===== src/rtl/i2cms_pkg.sv =====
// Shared types and constants of the I2C master transfer sequencer.
// Used by the front end, the back end and the top level; no dependencies.
package i2cms_pkg;

    // Input item kinds as they arrive on the slave-side tuser field.
    localparam logic [2:0] MODE_START    = 3'd0;
    localparam logic [2:0] MODE_LOAD     = 3'd1;
    localparam logic [2:0] MODE_EVENT    = 3'd2;
    localparam logic [2:0] MODE_BUS_IDLE = 3'd3;
    localparam logic [2:0] MODE_TICK     = 3'd4;

    localparam int QUEUE_DEPTH = 4;
    localparam int QUEUE_AW    = 2;
    localparam int MAX_RESULTS = 3;

    localparam logic [15:0] TIMEOUT_RESET = 16'd1000;

    typedef enum logic [2:0] {
        CMD_START,
        CMD_LOAD,
        CMD_EVENT,
        CMD_BUS_IDLE,
        CMD_TICK
    } t_cmd_kind;

    typedef struct packed {
        t_cmd_kind   kind;
        logic [6:0]  slave_address;
        logic [5:0]  send_count;
        logic [15:0] recv_count;
        logic [7:0]  data_byte;
        logic        arbitration_lost;
        logic        last_bit_nak;
    } t_cmd;

    typedef enum logic [2:0] {
        PH_IDLE,
        PH_SEND,
        PH_RECV_TOP,
        PH_RECV,
        PH_RESTART_PEND,
        PH_STOP_PEND,
        PH_WAIT_RESTART,
        PH_WAIT_STOP
    } t_phase;

    typedef enum logic [2:0] {
        ACT_WRITE,
        ACT_START,
        ACT_STOP,
        ACT_RESTART,
        ACT_ACK_OFF,
        ACT_INIT,
        ACT_RECV,
        ACT_DONE
    } t_action;

    typedef enum logic [1:0] {
        ST_OK,
        ST_ARB_LOST,
        ST_NAK,
        ST_TIMEOUT
    } t_status;

    typedef struct packed {
        t_action     action;
        logic [7:0]  data_out;
        t_status     status;
        logic [16:0] byte_count;
    } t_result;

    typedef enum logic [1:0] {
        BS_WAIT,
        BS_EXEC,
        BS_EMIT
    } t_bstate;

endpackage


===== src/rtl/i2cms_ram.sv =====
// Generic single-port-write, single-port-read RAM with a registered read.
// Standalone; holds the send bytes of the sequencer.
module i2cms_ram #(
    parameter int WIDTH = 8,
    parameter int DEPTH = 32,
    localparam int AW = (DEPTH > 1) ? $clog2(DEPTH) : 1
) (
    input  logic             i_clk,
    input  logic             i_we,
    input  logic [AW-1:0]    i_waddr,
    input  logic [WIDTH-1:0] i_wdata,
    input  logic [AW-1:0]    i_raddr,
    output logic [WIDTH-1:0] o_rdata
);

    logic [WIDTH-1:0] r_mem [DEPTH];
    logic [WIDTH-1:0] r_rdata;

    always_ff @(posedge i_clk) begin
        if (i_we) begin
            r_mem[i_waddr] <= i_wdata;
        end
        r_rdata <= r_mem[i_raddr];
    end

    assign o_rdata = r_rdata;

endmodule


===== src/rtl/i2cms_front.sv =====
// Front end: accepts input transactions, classifies them by mode and queues them.
// Depends on i2cms_pkg; feeds i2cms_back.
module i2cms_front (
    input  logic          i_clk,
    input  logic          i_rst_n,
    input  logic          i_s_tvalid,
    output logic          o_s_tready,
    input  logic [39:0]   i_s_tdata,
    input  logic [2:0]    i_s_tuser,
    output logic          o_cmd_valid,
    input  logic          i_cmd_ready,
    output i2cms_pkg::t_cmd o_cmd
);
    import i2cms_pkg::*;

    t_cmd                r_q [QUEUE_DEPTH];
    logic [QUEUE_AW-1:0] r_wr_ptr, n_wr_ptr;
    logic [QUEUE_AW-1:0] r_rd_ptr, n_rd_ptr;
    logic [QUEUE_AW:0]   r_count, n_count;
    t_cmd                dec;
    logic                known;
    logic                push, pop;

    // Unknown modes are accepted and dropped here, so they never reach the back end.
    always_comb begin
        known = 1'b1;
        dec.kind = CMD_START;
        unique case (i_s_tuser)
            MODE_START:    dec.kind = CMD_START;
            MODE_LOAD:     dec.kind = CMD_LOAD;
            MODE_EVENT:    dec.kind = CMD_EVENT;
            MODE_BUS_IDLE: dec.kind = CMD_BUS_IDLE;
            MODE_TICK:     dec.kind = CMD_TICK;
            default:       known = 1'b0;
        endcase
        dec.slave_address    = i_s_tdata[6:0];
        dec.send_count       = i_s_tdata[12:7];
        dec.recv_count       = i_s_tdata[28:13];
        dec.data_byte        = i_s_tdata[36:29];
        dec.arbitration_lost = i_s_tdata[37];
        dec.last_bit_nak     = i_s_tdata[38];
    end

    assign o_s_tready  = (r_count != (QUEUE_AW + 1)'(QUEUE_DEPTH));
    assign o_cmd_valid = (r_count != '0);
    assign o_cmd       = r_q[r_rd_ptr];
    assign push        = i_s_tvalid && o_s_tready && known;
    assign pop         = o_cmd_valid && i_cmd_ready;

    always_comb begin
        n_wr_ptr = push ? r_wr_ptr + 1'b1 : r_wr_ptr;
        n_rd_ptr = pop ? r_rd_ptr + 1'b1 : r_rd_ptr;
        n_count  = r_count;
        if (push && !pop) begin
            n_count = r_count + 1'b1;
        end else if (pop && !push) begin
            n_count = r_count - 1'b1;
        end
    end

    always_ff @(posedge i_clk) begin
        if (!i_rst_n) begin
            r_wr_ptr <= '0;
            r_rd_ptr <= '0;
            r_count  <= '0;
        end else begin
            r_wr_ptr <= n_wr_ptr;
            r_rd_ptr <= n_rd_ptr;
            r_count  <= n_count;
        end
    end

    always_ff @(posedge i_clk) begin
        if (push) begin
            r_q[r_wr_ptr] <= dec;
        end
    end

endmodule


===== src/rtl/i2cms_back.sv =====
// Back end: carries out queued commands against the transfer state and emits results.
// Depends on i2cms_pkg and i2cms_ram (send byte buffer).
module i2cms_back #(
    parameter int SEND_DEPTH = 32
) (
    input  logic            i_clk,
    input  logic            i_rst_n,
    input  logic            i_cfg_we,
    input  logic [15:0]     i_cfg_wdata,
    input  logic            i_cmd_valid,
    output logic            o_cmd_ready,
    input  i2cms_pkg::t_cmd i_cmd,
    output logic            o_m_tvalid,
    input  logic            i_m_tready,
    output i2cms_pkg::t_result o_res,
    output logic            o_last
);
    import i2cms_pkg::*;

    localparam int AW     = (SEND_DEPTH > 1) ? $clog2(SEND_DEPTH) : 1;
    localparam int LPW    = $clog2(SEND_DEPTH + 1);
    localparam int SR_CAP = (SEND_DEPTH < 63) ? SEND_DEPTH : 63;

    t_bstate      r_bstate, n_bstate;
    t_cmd         r_cmd, n_cmd;
    t_phase       r_phase, n_phase;
    logic [LPW-1:0] r_load_ptr, n_load_ptr;
    logic [AW-1:0]  r_send_ptr, n_send_ptr;
    logic [5:0]   r_send_rem, n_send_rem;
    logic [15:0]  r_recv_rem, n_recv_rem;
    logic [6:0]   r_target, n_target;
    logic [16:0]  r_xfer, n_xfer;
    logic [15:0]  r_idle_ticks, n_idle_ticks;
    logic [15:0]  r_timeout;
    t_result      r_res [MAX_RESULTS];
    t_result      n_res [MAX_RESULTS];
    logic [1:0]   r_cnt, n_cnt;
    logic [1:0]   r_idx, n_idx;

    logic         ram_we;
    logic [7:0]   ram_rdata;

    i2cms_ram #(
        .WIDTH (8),
        .DEPTH (SEND_DEPTH)
    ) u_send_buf (
        .i_clk   (i_clk),
        .i_we    (ram_we),
        .i_waddr (r_load_ptr[AW-1:0]),
        .i_wdata (r_cmd.data_byte),
        .i_raddr (r_send_ptr),
        .o_rdata (ram_rdata)
    );

    assign o_cmd_ready = (r_bstate == BS_WAIT);
    assign o_m_tvalid  = (r_bstate == BS_EMIT);
    assign o_res       = r_res[r_idx];
    assign o_last      = (r_idx == r_cnt - 2'd1);

    always_comb begin
        logic        do_abort;
        logic        do_issue;
        t_status     abort_st;
        logic [1:0]  k;
        logic [15:0] limit;
        logic [7:0]  addr_byte;

        n_bstate     = r_bstate;
        n_cmd        = r_cmd;
        n_phase      = r_phase;
        n_load_ptr   = r_load_ptr;
        n_send_ptr   = r_send_ptr;
        n_send_rem   = r_send_rem;
        n_recv_rem   = r_recv_rem;
        n_target     = r_target;
        n_xfer       = r_xfer;
        n_idle_ticks = r_idle_ticks;
        n_res        = r_res;
        n_cnt        = r_cnt;
        n_idx        = r_idx;
        ram_we       = 1'b0;
        do_abort     = 1'b0;
        do_issue     = 1'b0;
        abort_st     = ST_OK;
        k            = 2'd0;
        limit        = (r_timeout == 16'd0) ? 16'd1 : r_timeout;
        addr_byte    = '0;

        unique case (r_bstate)
            BS_WAIT: begin
                if (i_cmd_valid) begin
                    n_cmd    = i_cmd;
                    n_bstate = BS_EXEC;
                end
            end

            BS_EXEC: begin
                for (int i = 0; i < MAX_RESULTS; i++) begin
                    n_res[i] = '{action: ACT_WRITE, data_out: 8'd0, status: ST_OK,
                                 byte_count: 17'd0};
                end

                case (r_cmd.kind)
                    CMD_START: begin
                        if (r_phase == PH_IDLE) begin
                            n_target     = r_cmd.slave_address;
                            n_send_rem   = (r_cmd.send_count > 6'(SR_CAP)) ?
                                           6'(SR_CAP) : r_cmd.send_count;
                            n_recv_rem   = r_cmd.recv_count;
                            n_send_ptr   = '0;
                            n_load_ptr   = '0;
                            n_xfer       = '0;
                            n_idle_ticks = '0;
                            if (n_send_rem == 6'd0 && n_recv_rem == 16'd0) begin
                                n_res[k].action = ACT_DONE;
                                k = k + 2'd1;
                            end else begin
                                do_issue = 1'b1;
                            end
                        end
                    end

                    CMD_LOAD: begin
                        if (r_phase == PH_IDLE && r_load_ptr < LPW'(SEND_DEPTH)) begin
                            ram_we     = 1'b1;
                            n_load_ptr = r_load_ptr + 1'b1;
                        end
                    end

                    CMD_EVENT: begin
                        if (r_phase != PH_IDLE) begin
                            if (r_cmd.arbitration_lost) begin
                                do_abort = 1'b1;
                                abort_st = ST_ARB_LOST;
                            end else begin
                                n_idle_ticks = '0;
                                unique case (r_phase) inside
                                    PH_SEND: begin
                                        if (r_cmd.last_bit_nak) begin
                                            do_abort = 1'b1;
                                            abort_st = ST_NAK;
                                        end else begin
                                            n_res[k].action   = ACT_WRITE;
                                            n_res[k].data_out = ram_rdata;
                                            k = k + 2'd1;
                                            n_send_ptr = r_send_ptr + 1'b1;
                                            n_xfer     = r_xfer + 17'd1;
                                            if (r_send_rem != 6'd0) begin
                                                n_send_rem = r_send_rem - 6'd1;
                                            end
                                            if (n_send_rem == 6'd0) begin
                                                n_phase = (r_recv_rem != 16'd0) ?
                                                          PH_RESTART_PEND : PH_STOP_PEND;
                                            end
                                        end
                                    end
                                    PH_RECV_TOP: begin
                                        // The first read event is a dummy read.
                                        if (r_recv_rem == 16'd1) begin
                                            n_res[k].action = ACT_ACK_OFF;
                                            k = k + 2'd1;
                                        end
                                        n_phase = PH_RECV;
                                    end
                                    PH_RECV: begin
                                        if (r_recv_rem == 16'd1) begin
                                            n_res[k].action = ACT_ACK_OFF;
                                            k = k + 2'd1;
                                        end
                                        n_res[k].action   = ACT_RECV;
                                        n_res[k].data_out = r_cmd.data_byte;
                                        k = k + 2'd1;
                                        n_xfer = r_xfer + 17'd1;
                                        if (r_recv_rem != 16'd0) begin
                                            n_recv_rem = r_recv_rem - 16'd1;
                                        end
                                        if (n_recv_rem == 16'd0) begin
                                            n_phase = PH_STOP_PEND;
                                        end
                                    end
                                    PH_RESTART_PEND, PH_WAIT_RESTART: begin
                                        n_res[k].action = ACT_RESTART;
                                        k = k + 2'd1;
                                        n_phase = PH_WAIT_RESTART;
                                    end
                                    default: begin
                                        n_res[k].action = ACT_STOP;
                                        k = k + 2'd1;
                                        n_phase = PH_WAIT_STOP;
                                    end
                                endcase
                            end
                        end
                    end

                    CMD_BUS_IDLE: begin
                        if (r_phase == PH_WAIT_RESTART) begin
                            n_idle_ticks = '0;
                            do_issue     = 1'b1;
                        end else if (r_phase == PH_WAIT_STOP) begin
                            n_res[k].action     = ACT_DONE;
                            n_res[k].byte_count = r_xfer;
                            k = k + 2'd1;
                            n_phase = PH_IDLE;
                        end
                    end

                    CMD_TICK: begin
                        if (r_phase != PH_IDLE) begin
                            if (r_idle_ticks != 16'hffff) begin
                                n_idle_ticks = r_idle_ticks + 16'd1;
                            end
                            if (n_idle_ticks >= limit) begin
                                do_abort = 1'b1;
                                abort_st = ST_TIMEOUT;
                            end
                        end
                    end

                    default: begin
                    end
                endcase

                // An abort issues a stop and reports the bytes moved so far.
                if (do_abort) begin
                    n_res[k].action = ACT_STOP;
                    k = k + 2'd1;
                    n_res[k].action     = ACT_DONE;
                    n_res[k].status     = abort_st;
                    n_res[k].byte_count = r_xfer;
                    k = k + 2'd1;
                    n_phase = PH_IDLE;
                end

                // Address phase: write bit while bytes remain to send, read bit otherwise.
                if (do_issue) begin
                    addr_byte = {n_target, 1'b0};
                    if (n_send_rem != 6'd0) begin
                        n_phase = PH_SEND;
                    end else begin
                        addr_byte[0] = 1'b1;
                        n_phase = PH_RECV_TOP;
                    end
                    n_res[k].action = ACT_INIT;
                    k = k + 2'd1;
                    n_res[k].action   = ACT_WRITE;
                    n_res[k].data_out = addr_byte;
                    k = k + 2'd1;
                    n_res[k].action = ACT_START;
                    k = k + 2'd1;
                end

                n_cnt    = k;
                n_idx    = 2'd0;
                n_bstate = (k != 2'd0) ? BS_EMIT : BS_WAIT;
            end

            BS_EMIT: begin
                if (i_m_tready) begin
                    if (o_last) begin
                        n_bstate = BS_WAIT;
                    end else begin
                        n_idx = r_idx + 2'd1;
                    end
                end
            end

            default: n_bstate = BS_WAIT;
        endcase
    end

    always_ff @(posedge i_clk) begin
        if (!i_rst_n) begin
            r_bstate     <= BS_WAIT;
            r_phase      <= PH_IDLE;
            r_load_ptr   <= '0;
            r_send_ptr   <= '0;
            r_send_rem   <= '0;
            r_recv_rem   <= '0;
            r_target     <= '0;
            r_xfer       <= '0;
            r_idle_ticks <= '0;
            r_timeout    <= TIMEOUT_RESET;
            r_cnt        <= '0;
            r_idx        <= '0;
        end else begin
            r_bstate     <= n_bstate;
            r_phase      <= n_phase;
            r_load_ptr   <= n_load_ptr;
            r_send_ptr   <= n_send_ptr;
            r_send_rem   <= n_send_rem;
            r_recv_rem   <= n_recv_rem;
            r_target     <= n_target;
            r_xfer       <= n_xfer;
            r_idle_ticks <= n_idle_ticks;
            r_cnt        <= n_cnt;
            r_idx        <= n_idx;
            if (i_cfg_we) begin
                r_timeout <= i_cfg_wdata;
            end
        end
    end

    always_ff @(posedge i_clk) begin
        r_cmd <= n_cmd;
        r_res <= n_res;
    end

endmodule


===== src/rtl/i2c_master_transfer_sequencer_unit.sv =====
// I2C master transfer sequencer (write, restart, read) over a byte-level controller:
// commands come in on the slave-side stream, controller actions leave on the
// master-side stream. The front end accepts one input transaction per cycle into a
// four-entry queue while it is not full, so the input keeps flowing while results
// wait on the output. The back end registers a queued command, with the send byte
// RAM read registered meanwhile, executes it against the transfer state, and then
// emits its results one per cycle while the receiver is ready. It takes no new
// command until the last result of the previous one has been accepted.
// A start with both counts zero ends at once with a done result; unknown modes are
// accepted and dropped. The timeout register is written through i_cfg_we/i_cfg_wdata
// and should only be changed while no transaction is in flight. There is no clearing
// pass after reset; send bytes that were never loaded read back as whatever the
// buffer holds.
// Depends on i2cms_pkg, i2cms_front, i2cms_back and i2cms_ram.
module i2c_master_transfer_sequencer_unit #(
    parameter int SEND_DEPTH = 32
) (
    input  logic        i_clk,
    input  logic        i_rst_n,
    // Configuration: timeout_ticks.
    input  logic        i_cfg_we,
    input  logic [15:0] i_cfg_wdata,
    // Slave side.
    input  logic        i_s_tvalid,
    output logic        o_s_tready,
    // tdata: slave_address[6:0], send_count[12:7], recv_count[28:13],
    //        data_byte[36:29], arbitration_lost[37], last_bit_nak[38], zero[39].
    input  logic [39:0] i_s_tdata,
    // tuser: mode[2:0].
    input  logic [2:0]  i_s_tuser,
    // Master side.
    output logic        o_m_tvalid,
    input  logic        i_m_tready,
    // tdata: data_out[7:0], status[9:8], byte_count[26:10], zero[31:27].
    output logic [31:0] o_m_tdata,
    // tuser: action[2:0].
    output logic [2:0]  o_m_tuser,
    output logic        o_m_tlast
);
    import i2cms_pkg::*;

    logic    cmd_valid;
    logic    cmd_ready;
    t_cmd    cmd;
    t_result res;
    logic    res_last;

    i2cms_front u_front (
        .i_clk       (i_clk),
        .i_rst_n     (i_rst_n),
        .i_s_tvalid  (i_s_tvalid),
        .o_s_tready  (o_s_tready),
        .i_s_tdata   (i_s_tdata),
        .i_s_tuser   (i_s_tuser),
        .o_cmd_valid (cmd_valid),
        .i_cmd_ready (cmd_ready),
        .o_cmd       (cmd)
    );

    i2cms_back #(
        .SEND_DEPTH (SEND_DEPTH)
    ) u_back (
        .i_clk       (i_clk),
        .i_rst_n     (i_rst_n),
        .i_cfg_we    (i_cfg_we),
        .i_cfg_wdata (i_cfg_wdata),
        .i_cmd_valid (cmd_valid),
        .o_cmd_ready (cmd_ready),
        .i_cmd       (cmd),
        .o_m_tvalid  (o_m_tvalid),
        .i_m_tready  (i_m_tready),
        .o_res       (res),
        .o_last      (res_last)
    );

    // Pack the result: the action travels as tuser, everything else in tdata.
    assign o_m_tuser = res.action;
    assign o_m_tdata = {5'd0, res.byte_count, res.status, res.data_out};
    assign o_m_tlast = res_last;

endmodule


===== config.mk =====
export PLATFORM = sky130hd
export DESIGN_NAME = i2c_master_transfer_sequencer_unit
export DESIGN_NICKNAME = d
export VERILOG_FILES = /design/src/rtl/i2cms_pkg.sv /design/src/rtl/i2cms_ram.sv /design/src/rtl/i2cms_front.sv /design/src/rtl/i2cms_back.sv /design/src/rtl/i2c_master_transfer_sequencer_unit.sv
export SDC_FILE = /design/constraint.sdc
export NUM_CORES = 1
export LEC_CHECK = 0
export ABC_CLOCK_PERIOD_IN_PS = 10700
export BUFFER_PORTS_ARGS = -buffer_cell sky130_fd_sc_hd__buf_4
export CELL_PAD_IN_SITES_DETAIL_PLACEMENT = 0
export CELL_PAD_IN_SITES_GLOBAL_PLACEMENT = 1
export CORE_MARGIN = 4
export CORE_UTILIZATION = 55
export CTS_CLUSTER_SIZE = 20
export DETAILED_ROUTE_END_ITERATION = 8
export GPL_ROUTABILITY_DRIVEN = 0
export PLACE_DENSITY_LB_ADDON = 0.1
export SLEW_MARGIN = 30
export SYNTH_ARGS = -nofsm -noshare
export SYNTH_HDL_FRONTEND = slang
export SYNTH_HIERARCHICAL = 1
export SYNTH_SLANG_ARGS = --single-unit

===== constraint.sdc =====
create_clock -name i_clk -period 10.7 [get_ports i_clk]
set_clock_uncertainty 0.05 [all_clocks]
set_input_delay 1.07 -clock i_clk [delete_from_list [all_inputs] [get_ports i_clk]]
set_output_delay 1.07 -clock i_clk [all_outputs]
set_load 0.05 [all_outputs]

# [Yosys cells after proc, flatten, opt, wreduce, memory -nomap -nowiden]
# Memories as Yosys holds them, arrays and structs flattened. A register that Yosys moved wholly into a read port is not among the register bits.
# Index checks and enable logic that the tools add are counted.
[word_totals] ff_bits=195 ram_bits=424 out_inout_bits=38 word_cells=352 memories=2
[memory_table] memory="u_back.u_send_buf.r_mem" words=32 word_bits=8 read_ports=1 rd_ports_with_merged_regs=1 wr=1 line_no="i2cms_ram.sv:16" source="logic [WIDTH-1:0] r_mem [DEPTH];"
[memory_table] memory="u_front.r_q" words=4 word_bits=42 read_ports=1 rd_ports_with_merged_regs=1 wr=1 line_no="i2cms_front.sv:16" source="t_cmd r_q [QUEUE_DEPTH];"
[op_classes] add_sub_neg=18 magnitude_cmp=16 eq_ne=42 muxes=193 bitwise=7 reduce_logical=47
[ops] cell="bitwise mux 90 bit" n=10
[ops] cell="demux 30 bit (select 2 bit)" n=10
[ops] cell="two-way mux 90 bit" n=5
[ops] cell="two-way mux 16 bit" n=20
[ops] cell="two-way mux 30 bit" n=8
[ops] cell="two-way mux 17 bit" n=8
[ops] cell="two-way mux 60 bit" n=2
[ops] cell="case mux 17 bit (2 select lines)" n=3
[ops] cell="two-way mux 6 bit" n=16
[ops] cell="two-way mux 79 bit" n=1
[ops] cell="two-way mux 3 bit" n=22
[ops] cell="case mux 16 bit (4 select lines)" n=1
[ops] cell="binary-select mux 30 bit (select 2 bit)" n=1
[ops] cell="two-way mux 27 bit" n=2
[ops] cell="two-way mux 2 bit" n=26
[ops] cell="logical NOT 16 bit" n=3
[ops] cell="case mux 3 bit (4 select lines)" n=3
[ops] cell="case mux 16 bit (2 select lines)" n=1
[ops] cell="two-way mux 1 bit" n=29
[ops] cell="two-way mux 5 bit" n=5
[ops] cell="case mux 6 bit (2 select lines)" n=2
[ops] cell="greater-or-equal comparator 3 bit, second input constant" n=7
[ops] cell="two-way mux 7 bit" n=3
[ops] cell="inverter 2 -> 3 bit" n=7
[ops] cell="57 further kinds" n=128

# [Longest topological paths before layout]
# Gate-level depths: netlist of run 1.
[depth] depth_word=30 mapped_depth=20

# [Cells and area by module]
# Netlist of run 1, hierarchy kept.
[modules_own_cells] mod="i2cms_back" instances=1 cells_each=1196 area_each_um2=11786.3
[modules_own_cells] mod="i2cms_ram" instances=1 cells_each=417 area_each_um2=10053.4
[modules_own_cells] mod="i2cms_front" instances=1 cells_each=272 area_each_um2=6548.8
[modules_own_cells] mod="i2c_master_transfer_sequencer_unit" instances=1 cells_each=6 area_each_um2=41.3

# [Least setup slack after synthesis of run 1]
# OpenSTA, ideal clock, no wires.
[synth_timing] path_type="reg-to-reg" startpoint="reg u_back.r_idle_ticks[0]" endpoint="reg u_back/r_res[89] (netlist name) (data pin)" setup_time_ns=0.146 arrival_time_ns=4.176 required_time_ns=10.504 setup_slack_ns=6.328 stages_incl_launch_ff=21 period_less_slack_ns=4.372 path_cell_list="dfxtp_1 -> ha_1 -> nand2_1 -> or3_1 -> nor3_2 -> nor2_1 -> and3_1 -> xor2_1 -> ha_1 -> a211oi_1 -> nor2_1 -> nor3_1 -> o41a_1 -> nand2_1 -> and2_1 -> or3_1 -> inv_1 -> ha_1 -> nand2_1 -> and3_1 -> a21oi_1"
[synth_via] elab_chain_cells=22 elab_cells_between_ends=41
[synth_rtl] element="start, declared" line_no="i2cms_back.sv:33" source="logic [15:0] r_idle_ticks, n_idle_ticks;"
[synth_rtl] element="start signal, assigned" line_no="i2cms_back.sv:295" source="r_idle_ticks <= n_idle_ticks;"
[synth_rtl] element="adder 16 x 1 -> 16 bit / inequality test 16 bit (equally long branches)" line_no="i2cms_back.sv:211, i2cms_back.sv:210"
[synth_rtl] element="two-way mux 16 bit (*)" line_no="i2cms_back.sv:210" source="if (r_idle_ticks != 16'hffff) begin"
[synth_rtl] element="two-way mux 16 bit (*)" line_no="i2cms_back.sv:209" source="if (r_phase != PH_IDLE) begin"
[synth_rtl] element="two-way mux 16 bit (*)" line_no="i2cms_back.sv:103" source="case (r_cmd.kind)"
[synth_rtl] element="two-way mux 16 bit (*)" line_no="i2cms_back.sv:89" source="unique case (r_bstate)"
[synth_rtl] element="greater-or-equal comparator 16 bit (*)" line_no="i2cms_back.sv:213" source="if (n_idle_ticks >= limit) begin"
[synth_rtl] element="two-way mux 1 bit (*)" line_no="i2cms_back.sv:213"
[synth_rtl] element="two-way mux 1 bit (*)" line_no="i2cms_back.sv:209"
[synth_rtl] element="case mux 1 bit (2 select lines) (*)" line_no="i2cms_back.sv:103"
[synth_rtl] element="two-way mux 1 bit (*)" line_no="i2cms_back.sv:89"
[synth_rtl] element="parallel branches: the longest is 11 deep, another holds greater-or-equal comparator 3 bit"
[synth_rtl] element="two-way mux 90 bit (*)" line_no="i2cms_back.sv:236" source="if (do_issue) begin"
[synth_rtl] element="end signal, assigned" line_no="i2cms_back.sv:306" source="r_res <= n_res;"
[synth_rtl] element="end, declared" line_no="i2cms_back.sv:35" source="t_result r_res [MAX_RESULTS];"
# Mark *: on every way between the ends. The select of a mux whose other input is x is not followed.
# A chain may end at the register's enable or synchronous reset.

# [Worst setup path in the final report of run 1]
# Ends and elaborated chain as after synthesis.

==> results of run 1 <==
-- synthesized netlist by cell type, types with 18 or more instances --
master / n / area (µm²)
buf_2: 22 / 110
mux2i_1: 54 / 541
and3_1: 42 / 263
nor2_1: 153 / 574
dfxtp_1: 115 / 2300
inv_1: 35 / 131
mux4_2: 122 / 2750
nand3_1: 27 / 135
a21oi_1: 50 / 250
edfxtp_1: 556 / 16700
nor3_1: 27 / 135
a22oi_1: 23 / 173
ha_1: 41 / 513
o21ai_0: 80 / 400
nand2_1: 143 / 537
xor2_1: 23 / 201
and2_1: 33 / 206
clkbuf_1: 48 / 180
o22ai_1: 18 / 113
-- worst register-to-register path, stage by stage, from the launching register on --
cell      delay, ps
dfxtp_1         400
ha_1            220
nand2_1         140
or3_1           410
nor3_2          340
nor2_1          210
and3_1          270
xor2_1          160
ha_1            320
a211oi_1        240
nor2_1           70
nor3_1          220
o41a_1          190
nand2_1          60
buf_4           250
and2_1          280
or3_1           450
inv_1           140
ha_1            160
nand2_1         200
and3_1          330
a21oi_1         120
-- metrics by stage --
step / std cells / area, µm² / hold slack (ps) / util, %
after floorplan: 1895 / 28400 / 386 / -
final: 2722 / 32100 / 404 / 62.7
after global placement: 2594 / 29700 / 392 / 58.1
after detailed placement: 2594 / 29700 / 398 / 58.1
after global routing: 2722 / 32100 / 435 / 62.7
after CTS: 2722 / 32100 / 406 / 62.7
-- layer usage --
layer  GRT usage [%]  share of wire [%]  up-vias
li1                -                  -     7489
met3            4.77                6.9       95
met5               0              0.056        -
met2            33.3                 47      509
met4            5.39                2.0        4
met1            32.4                 44     8141
-- power by group --
part           leakage, nW  switching (W)  internal, W  total, W
combinational         3.52        0.00103     0.000487   0.00152
clock                 1.15        0.00101      0.00146   0.00247
sequential            6.01       0.000173      0.00331   0.00349
total                 10.7        0.00221      0.00526   0.00747
-- layout make-up --
cell class / count / area [µm²] / share of cell area (%)
Sequential cell: 671 / 19000 / 59.2
Tap cell: 680 / 851 / 2.65
Timing Repair Buffer: 123 / 931 / 2.90
Clock inverter: 46 / 522 / 1.62
Inverter: 36 / 138 / 0.429
Multi-Input combinational cell: 1084 / 8830 / 27.5
Clock buffer: 82 / 1840 / 5.73
-- registers in the layout, indices dropped and copies added (netlist names), 7 cells and up, named ones only --
register                   cells
u_back/r_idle_ticks           16
u_front/r_q                  168
u_back/u_send_buf/r_mem      256
u_back/r_target                7
u_back/r_recv_rem             16
u_back/r_xfer                 17
u_back/r_cmd                  42
u_back/r_res                  90
u_back/u_send_buf/o_rdata      8
u_back/r_timeout              16
-- logic make-up after synthesis --
family	count (synthesis)	synth area share, %
buffers and inverters	140	2.24
xor gates and xnor gates	36	1.11
AOI/OAI and AO/OA	261	5.90
and+or+nand+nor	553	10.0
muxes	187	12.0
other	1	0.0132
DFF	671	66.8
adders and majority gates	42	1.87
-- path summary, 6_finish.rpt --
path	from	endpoint	slack [ps]
hold reg to reg	u_back/r_target[3]	u_back/r_target[3]	400
hold / removal	u_back/r_target[3]	u_back/r_target[3]	400
setup reg to reg	u_back/r_idle_ticks[0]	u_back/r_res[89]	5320
setup / recovery	u_back/r_idle_ticks[0]	u_back/r_res[89]	5320
==> qor_table.md, run 1 <==
| Parameter | Reported |
| --- | --- |
| Unrepaired setup endpoints after global routing | false |
| Worst VDD drop | 0.146 mV |
| Count of unique library cells instantiated by Yosys | 93 |
| I/O pin count | 102 |
| Die area | 55400 µm² |
| Number of antenna violations at the first check in global routing | 2 |
| All-layer global routing usage | 21.8% |
| Layout cell share with drive strength beyond 1 | 20.0% |
| Ratio of total power to cell area | 233 nW/µm² |
| CTS Root Cell | clkbuf_16 |
| Count of flip-flops with a built-in enable after synthesis | 556 |
| Most frequent cells in the layout | edfxtp_1, nor2_1, nand2_1, mux4_2, buf_4 |
| Crit Path Category | flip-flop to flip-flop |
| DRC violation count after routing | 0 |
| Number of nets still failing antenna checks after routing | 0 |
| Quantity of hold-fixing buffers added after cts | 0 |
| Placement Setup Slack | 5380 ps |
| Average cell area after synthesis | 15.0 µm² |
| Outcome | complete, no violations |
| Classification of the worst-slack hold path | flip-flop to flip-flop |
| Ys flop type | edfxtp_1 |
| Buffers plus inverters on the worst setup path | 2 |
| Pin count of the biggest net entering global routing | 68 |
| Cell depth of the worst hold path | 2 |
| Required time of the worst setup path | 11110 ps |
| CTS max path bufs | 3 |
| Overall die width | 235 µm |
| Core Box Area | 51200 µm² |
| # Max-Cap Violations | 0 |
| Endpoint arrival time on the critical path | 5790 ps |
| Average wire per cell in the routed design | 22.2 µm |
| Min setup slack post-route | 5320 ps |
| Leakage power | 10.7 nW |
| Post-synthesis instance area | 28400 µm² |
| Proportion of synthesized flip-flops having asynchronous set or reset | 0% |
| Number of pins exceeding their max-slew limit in the final report | 0 |
| Setup TNS | 0 ps |
| Via count of the first global-routing pass | 16.2k |
| Cells resized by post-CTS repair | 0 |
| Pin slew with the least headroom to its limit | 999 ps |
| Drt pass-1 iters | 5 |
| Path length in cells of the critical path | 21 |
| Placed wire-length estimate after detailed placement | 37600 µm |
| Part of the Yosys area used for sequential elements | 66.8% |
| Seq cells post-synth | 671 |
| Via count | 16.2k |
| CTS HTree Levels | 3 |
| Post-synthesis to final-layout area growth | 13.0% |
| Number of hold violations in the final report | 0 |
| Final Setup Violations | 0 |
| Reg clk slew, reported paths | 60 ps |
| Routed wire length | 60400 µm |
| Core Rows | 83 |
| Max transition margin | 33.4% |
| Vertical die dimension | 235 µm |
| Filler cell count | 3799 |
| Number of instances in the synthesized netlist | 1891 |
| Number of design-rule violations left by the first detailed-router iteration | 1327 |
| Post-route minimum period | 5380 ps |
| Cell with the biggest individual delay on the critical path | or3_1 |
| Net count reported at finish | 2092 |
| Worst path max stage delay | 450 ps |
| Max frequency | 0.186 GHz |
| Critical path, cell by cell | ha_1 -> nand2_1 -> or3_1 -> nor3_2 -> nor2_1 -> and3_1 -> xor2_1 -> ha_1 -> a211oi_1 -> nor2_1 -> nor3_1 -> o41a_1 -> nand2_1 -> buf_4 -> and2_1 -> or3_1 -> inv_1 -> ha_1 -> nand2_1 -> and3_1 -> a21oi_1 |
| GR Overflow Total | 0 |
| Final worst path period share | 50.3% |
| Number of buffers created by CTS | 70 |
| Number of buffers inserted by post-CTS setup repair | 0 |
| Buffers on Ports | 95 |
| Initial standard-cell utilization of the core | 55.5% |
| Commonest non-fill, non-tap cell in the layout | edfxtp_1 |
| Critical Path End Type | flip-flop |
| CTS tree | yes |
| CTS Sinks | 671 |
| Cell count of the worst reg-to-reg path | 21 |
| Synthesis Warnings | 6 |
| Final total power | 0.00747 W |
| Clock network latency to the later pin of the worst-skew pair | 600 ps |
| Diode count | 0 |
| Global-route wire length before repair | 94700 µm |
| Type of origin of the critical path | flip-flop |
| DR vias/cell | 5.97 |
| Crit path max-delay family | simple AND/OR/NAND/NOR gates |
| Maximum fanout encountered on the critical timing path | 42 |
Note: power is estimated with default switching activity, not from simulation.
==> run 2, diff against run 1 <==
--- a/config.mk
+++ b/config.mk
@@ -5,12 +5,13 @@
 export SDC_FILE = /design/constraint.sdc
 export NUM_CORES = 1
 export LEC_CHECK = 0
-export ABC_CLOCK_PERIOD_IN_PS = 10700
+export ABC_AREA = 1
+export ABC_CLOCK_PERIOD_IN_PS = 5600
 export BUFFER_PORTS_ARGS = -buffer_cell sky130_fd_sc_hd__buf_4
 export CELL_PAD_IN_SITES_DETAIL_PLACEMENT = 0
 export CELL_PAD_IN_SITES_GLOBAL_PLACEMENT = 1
 export CORE_MARGIN = 4
-export CORE_UTILIZATION = 55
+export CORE_UTILIZATION = 50
 export CTS_CLUSTER_SIZE = 20
 export DETAILED_ROUTE_END_ITERATION = 8
 export GPL_ROUTABILITY_DRIVEN = 0
==> constraint.sdc (replaced) <==
create_clock -name i_clk -period 5.6 [get_ports i_clk]
set_clock_uncertainty 0.05 [all_clocks]
set_input_delay 0.56 -clock i_clk [delete_from_list [all_inputs] [get_ports i_clk]]
set_output_delay 0.56 -clock i_clk [all_outputs]
set_load 0.05 [all_outputs]
==> run 2 against run 1 <==
Compared with the run above: non-clock buffer count is 4 higher; die area is 13% higher; via count is 25% higher; highest routed layer is now met4; critical path type unchanged; synthesized area is 3.3% higher; design area is 2.9% higher; register-to-register slack worse by 4300 ps.
==> qor_table.md, run 2 <==
| Parameter | Reported | vs previous |
| --- | --- | --- |
| Drt pass-1 iters | 6 | +1 |
| DR vias/cell | 5.46 | -8.6% |
| Number of buffers created by CTS | 73 | +4.3% |
| Vertical die dimension | 250 µm | +6.4% |
| Register-to-register setup slack | 1010 ps | -4310 ps |
| Layout cell share with drive strength beyond 1 | 10.4% | -9.6 points |
| Footprint of the flip-flops and latches | 19000 µm² | about the same |
| Outcome | complete, no violations |  |
| Area of the multi-input gates | 8960 µm² | +1.5% |
| Synthesis Warnings | 6 | unchanged |
| Pin count of the biggest net entering global routing | 71 | +4.4% |
| Synth top area share | 56.8% | -1.9 points |
| Commonest non-fill, non-tap cell in the layout | nand2_1 |  |
| Number of buffers inserted by post-CTS setup repair | 0 | unchanged |
| Most numerous cell in the Yosys netlist | nand2_1 |  |
| All-layer global routing usage | 21.4% | -0.35 points |
| Via count of the first global-routing pass | 19.6k | +21% |
| Number of design-rule violations left by the first detailed-router iteration | 1328 | +0.075% |
| Number of pins exceeding their max-slew limit in the final report | 0 | unchanged |
| Seq cells post-synth | 671 | unchanged |
| Ys flop type | edfxtp_1 |  |
| Count of unique library cells instantiated by Yosys | 57 | -39% |
| Quantity of hold-fixing buffers added after cts | 0 | unchanged |
| Post-synthesis instance area | 29400 µm² | +3.3% |
| Synthesized-area fraction occupied by ao, oa, aoi and oai cells | 7.76% | +1.9 points |
| Post-synthesis share of cell area spent on and, or, nand and nor gates | 19.9% | +9.9 points |
| Unrepaired setup endpoints after global routing | false |  |
| Clock network latency to the later pin of the worst-skew pair | 630 ps | +30 ps |
| Global-route wire length before repair | 107000 µm | +13% |
| CTS max path bufs | 3 | unchanged |
| Combinational family with the most area after synthesis | simple AND/OR/NAND/NOR gates |  |
| CTS tree | yes |  |
| Post-route minimum period | 4590 ps | -794 ps |
| Overall die width | 250 µm | +6.4% |
| Critical Path End Type | flip-flop |  |
| Endpoint arrival time on the critical path | 4910 ps | -880 ps |
| Initial standard-cell utilization of the core | 50.7% | -4.8 points |
| Largest registers ranked by flip-flop count | u_back/u_send_buf/r_mem: 256 flops, u_front/r_q: 168 flops, u_back/r_res: 90 flops |  |
| GR Overflow Total | 0 | unchanged |
| CTS HTree Levels | 3 | unchanged |
| Post-route core utilization | 57.1% | -5.6 points |
| Xor and xnor fraction of the mapped netlist area | 0.596% | -0.51 points |
| Ratio of total power to cell area | 494 nW/µm² | +110% |
| Number of antenna violations at the first check in global routing | 0 | -2 |
| Register with the most flip-flops | u_back/u_send_buf/r_mem |  |
| Adder and majority cell fraction of the synthesized area | 1.81% | -0.060 points |
| Crit Path Category | flip-flop to flip-flop |  |
| Flip-flop count of the largest register after layout | 256 | unchanged |
| Die area | 62700 µm² | +13% |
| Type of origin of the critical path | flip-flop |  |
| Required time of the worst setup path | 5920 ps | -5190 ps |
| Pin slew with the least headroom to its limit | 952 ps | -46.7 ps |
| Leading post-synthesis cells by cell area | edfxtp_1, nand2_1, dfxtp_1 |  |
| Average wire per cell in the routed design | 18.4 µm | -17% |
| CTS Sinks | 671 | unchanged |
| Max frequency | 0.218 GHz | +17% |
| Count of flip-flops with a built-in enable after synthesis | 556 | unchanged |
| Maximum fanout encountered on the critical timing path | 9 | -79% |
| Non-filler cells, final | 3721 | +37% |
| Number of instances in the synthesized netlist | 2822 | +49% |
| # Max-Cap Violations | 0 | unchanged |
| Buffers on Ports | 95 | unchanged |
| DRC violation count after routing | 0 | unchanged |
| CTS Root Cell | clkbuf_16 |  |
| I/O pin count | 102 | unchanged |
| Final Setup Violations | 0 | unchanged |
| Core Rows | 88 | +6.0% |
| Library cell occupying the most area in the post-synthesis netlist | edfxtp_1 |  |
| Max transition margin | 36.4% | +3.0 points |
| Number of nets still failing antenna checks after routing | 0 | unchanged |
| Proportion of synthesized flip-flops having asynchronous set or reset | 0% | unchanged |
| Average cell area after synthesis | 10.4 µm² | -31% |
| Most common library cells after synthesis | nand2_1, edfxtp_1, nor2_1, nand3_1, o21ai_0 |  |
| Reg clk slew, reported paths | 60 ps | about the same |
| Worst hold margin | 79.4 ps | -324 ps |
| Via count | 20.3k | +25% |
| Routed wire length | 68600 µm | +14% |
| Placed wire-length estimate after detailed placement | 41900 µm | +11% |
| Worst VDD drop | 0.285 mV | +96% |
| Final worst path period share | 81.9% | +32 points |
| Part of the Yosys area used for sequential elements | 64.7% | -2.1 points |
| Core Box Area | 57900 µm² | +13% |
| Number of hold violations in the final report | 0 | unchanged |
| Leakage power | 12.2 nW | +15% |
| Mux contribution to synthesized area | 0.239% | -12 points |
| Filler cell count | 4989 | +31% |
| Placed Cells incl. Taps | 3586 | +38% |
| Classification of the worst-slack hold path | input pin to flip-flop |  |
| Final total power | 0.0163 W | +120% |
| Diode count | 0 | unchanged |
| Post-synthesis to final-layout area growth | 12.6% |  |
| Net count reported at finish | 3002 | +43% |
| Setup TNS | 0 ps | unchanged |
| Most frequent cells in the layout | nand2_1, edfxtp_1, nor2_1, nand3_1, o21ai_0 |  |
| Cells resized by post-CTS repair | 0 | unchanged |
[run 2: cell types whose count changed in the layout (fill, tap and decap cells not counted), moves of 33 or more]
cell,change
nand2_1,+497
nand3_1,+273
nor2_1,+182
mux4_2,-122
inv_1,+115
o21ai_0,+111
a21oi_1,+48
mux2i_1,-47
and3_1,-41
o22ai_1,+33
[run 2: critical path, cell delays in order, from the launching register on]
cell and delay (ps):
dfxtp_1 400, ha_1 220, nand3_1 140, nor2_1 250, nand2_1 180, nor4_4 350, nor3_1 100, xor2_1 190
ha_1 320, nand2_1 70, nor2_1 140, a21oi_1 80, nand2_1 110, nand2_1 100, nand3_1 100, nand2_2 110
inv_2 130, o21ai_0 130, nand2_1 180, inv_1 110, ha_1 180, nand2_1 280, nand2_1 130, o31ai_1 210
inv_1 60
[run 2: cell type report]
| cell class | instances | share of cell area [%] |
|---|---|---|
| sequential | 671 | 57.5 |
| multi-input combinational | 1855 | 27.1 |
| clock buffer | 86 | 5.80 |
| tap | 765 | 2.90 |
| timing repair buffer | 127 | 2.88 |
| inverter | 168 | 1.92 |
| clock inverter | 49 | 1.92 |
[run 2: kinds of logic after synthesis]
| logic type | after synthesis |
|---|---|
| buf+inv | 300 |
| flops | 671 |
| simple gates | 1373 |
| fa+ha+maj | 42 |
| other cells | 1 |
| xor+xnor | 20 |
| compound gates | 408 |
| mux | 7 |
[run 2: path summary, 6_finish.rpt]
kind                           from                 end  depth (start not counted)
max reg2reg  u_back/r_idle_ticks[0]    u_back/r_res[89]                         24
min                    i_s_tdata[5]  u_front/r_q[1][37]                          1
min reg2reg         u_back/r_cnt[0]     u_back/r_cnt[0]                          2
max          u_back/r_idle_ticks[0]    u_back/r_res[89]                         24
[run 2: metrics by stage]
step | instance area (µm²) | worst slack (ps)
after floorplan | 29400 | 1470
after global placement | 30500 | 1110
after detailed placement | 30500 | 1070
after CTS | 33100 | 1050
after global routing | 33100 | 550
final | 33100 | 1010
[run 2: per-layer routing]
metal / wire (µm) / part of all wire, % / vias to the layer above / global-route usage, %
met3: 3470 / 5.1 / 86 / 3.24
met5: 0 / 0 / - / 0
li1: - / - / 9933 / -
met4: 1190 / 1.7 / 0 / 5.74
met1: 30500 / 44 / 9831 / 29.1
met2: 33400 / 49 / 449 / 36.3
[run 2: power breakdown]
part	total [W]	internal, W	switching, W
clock network	0.00503	0.00304	0.00199
registers	0.00680	0.00644	0.000361
logic	0.00449	0.00116	0.00333
total	0.0163	0.0106	0.00568
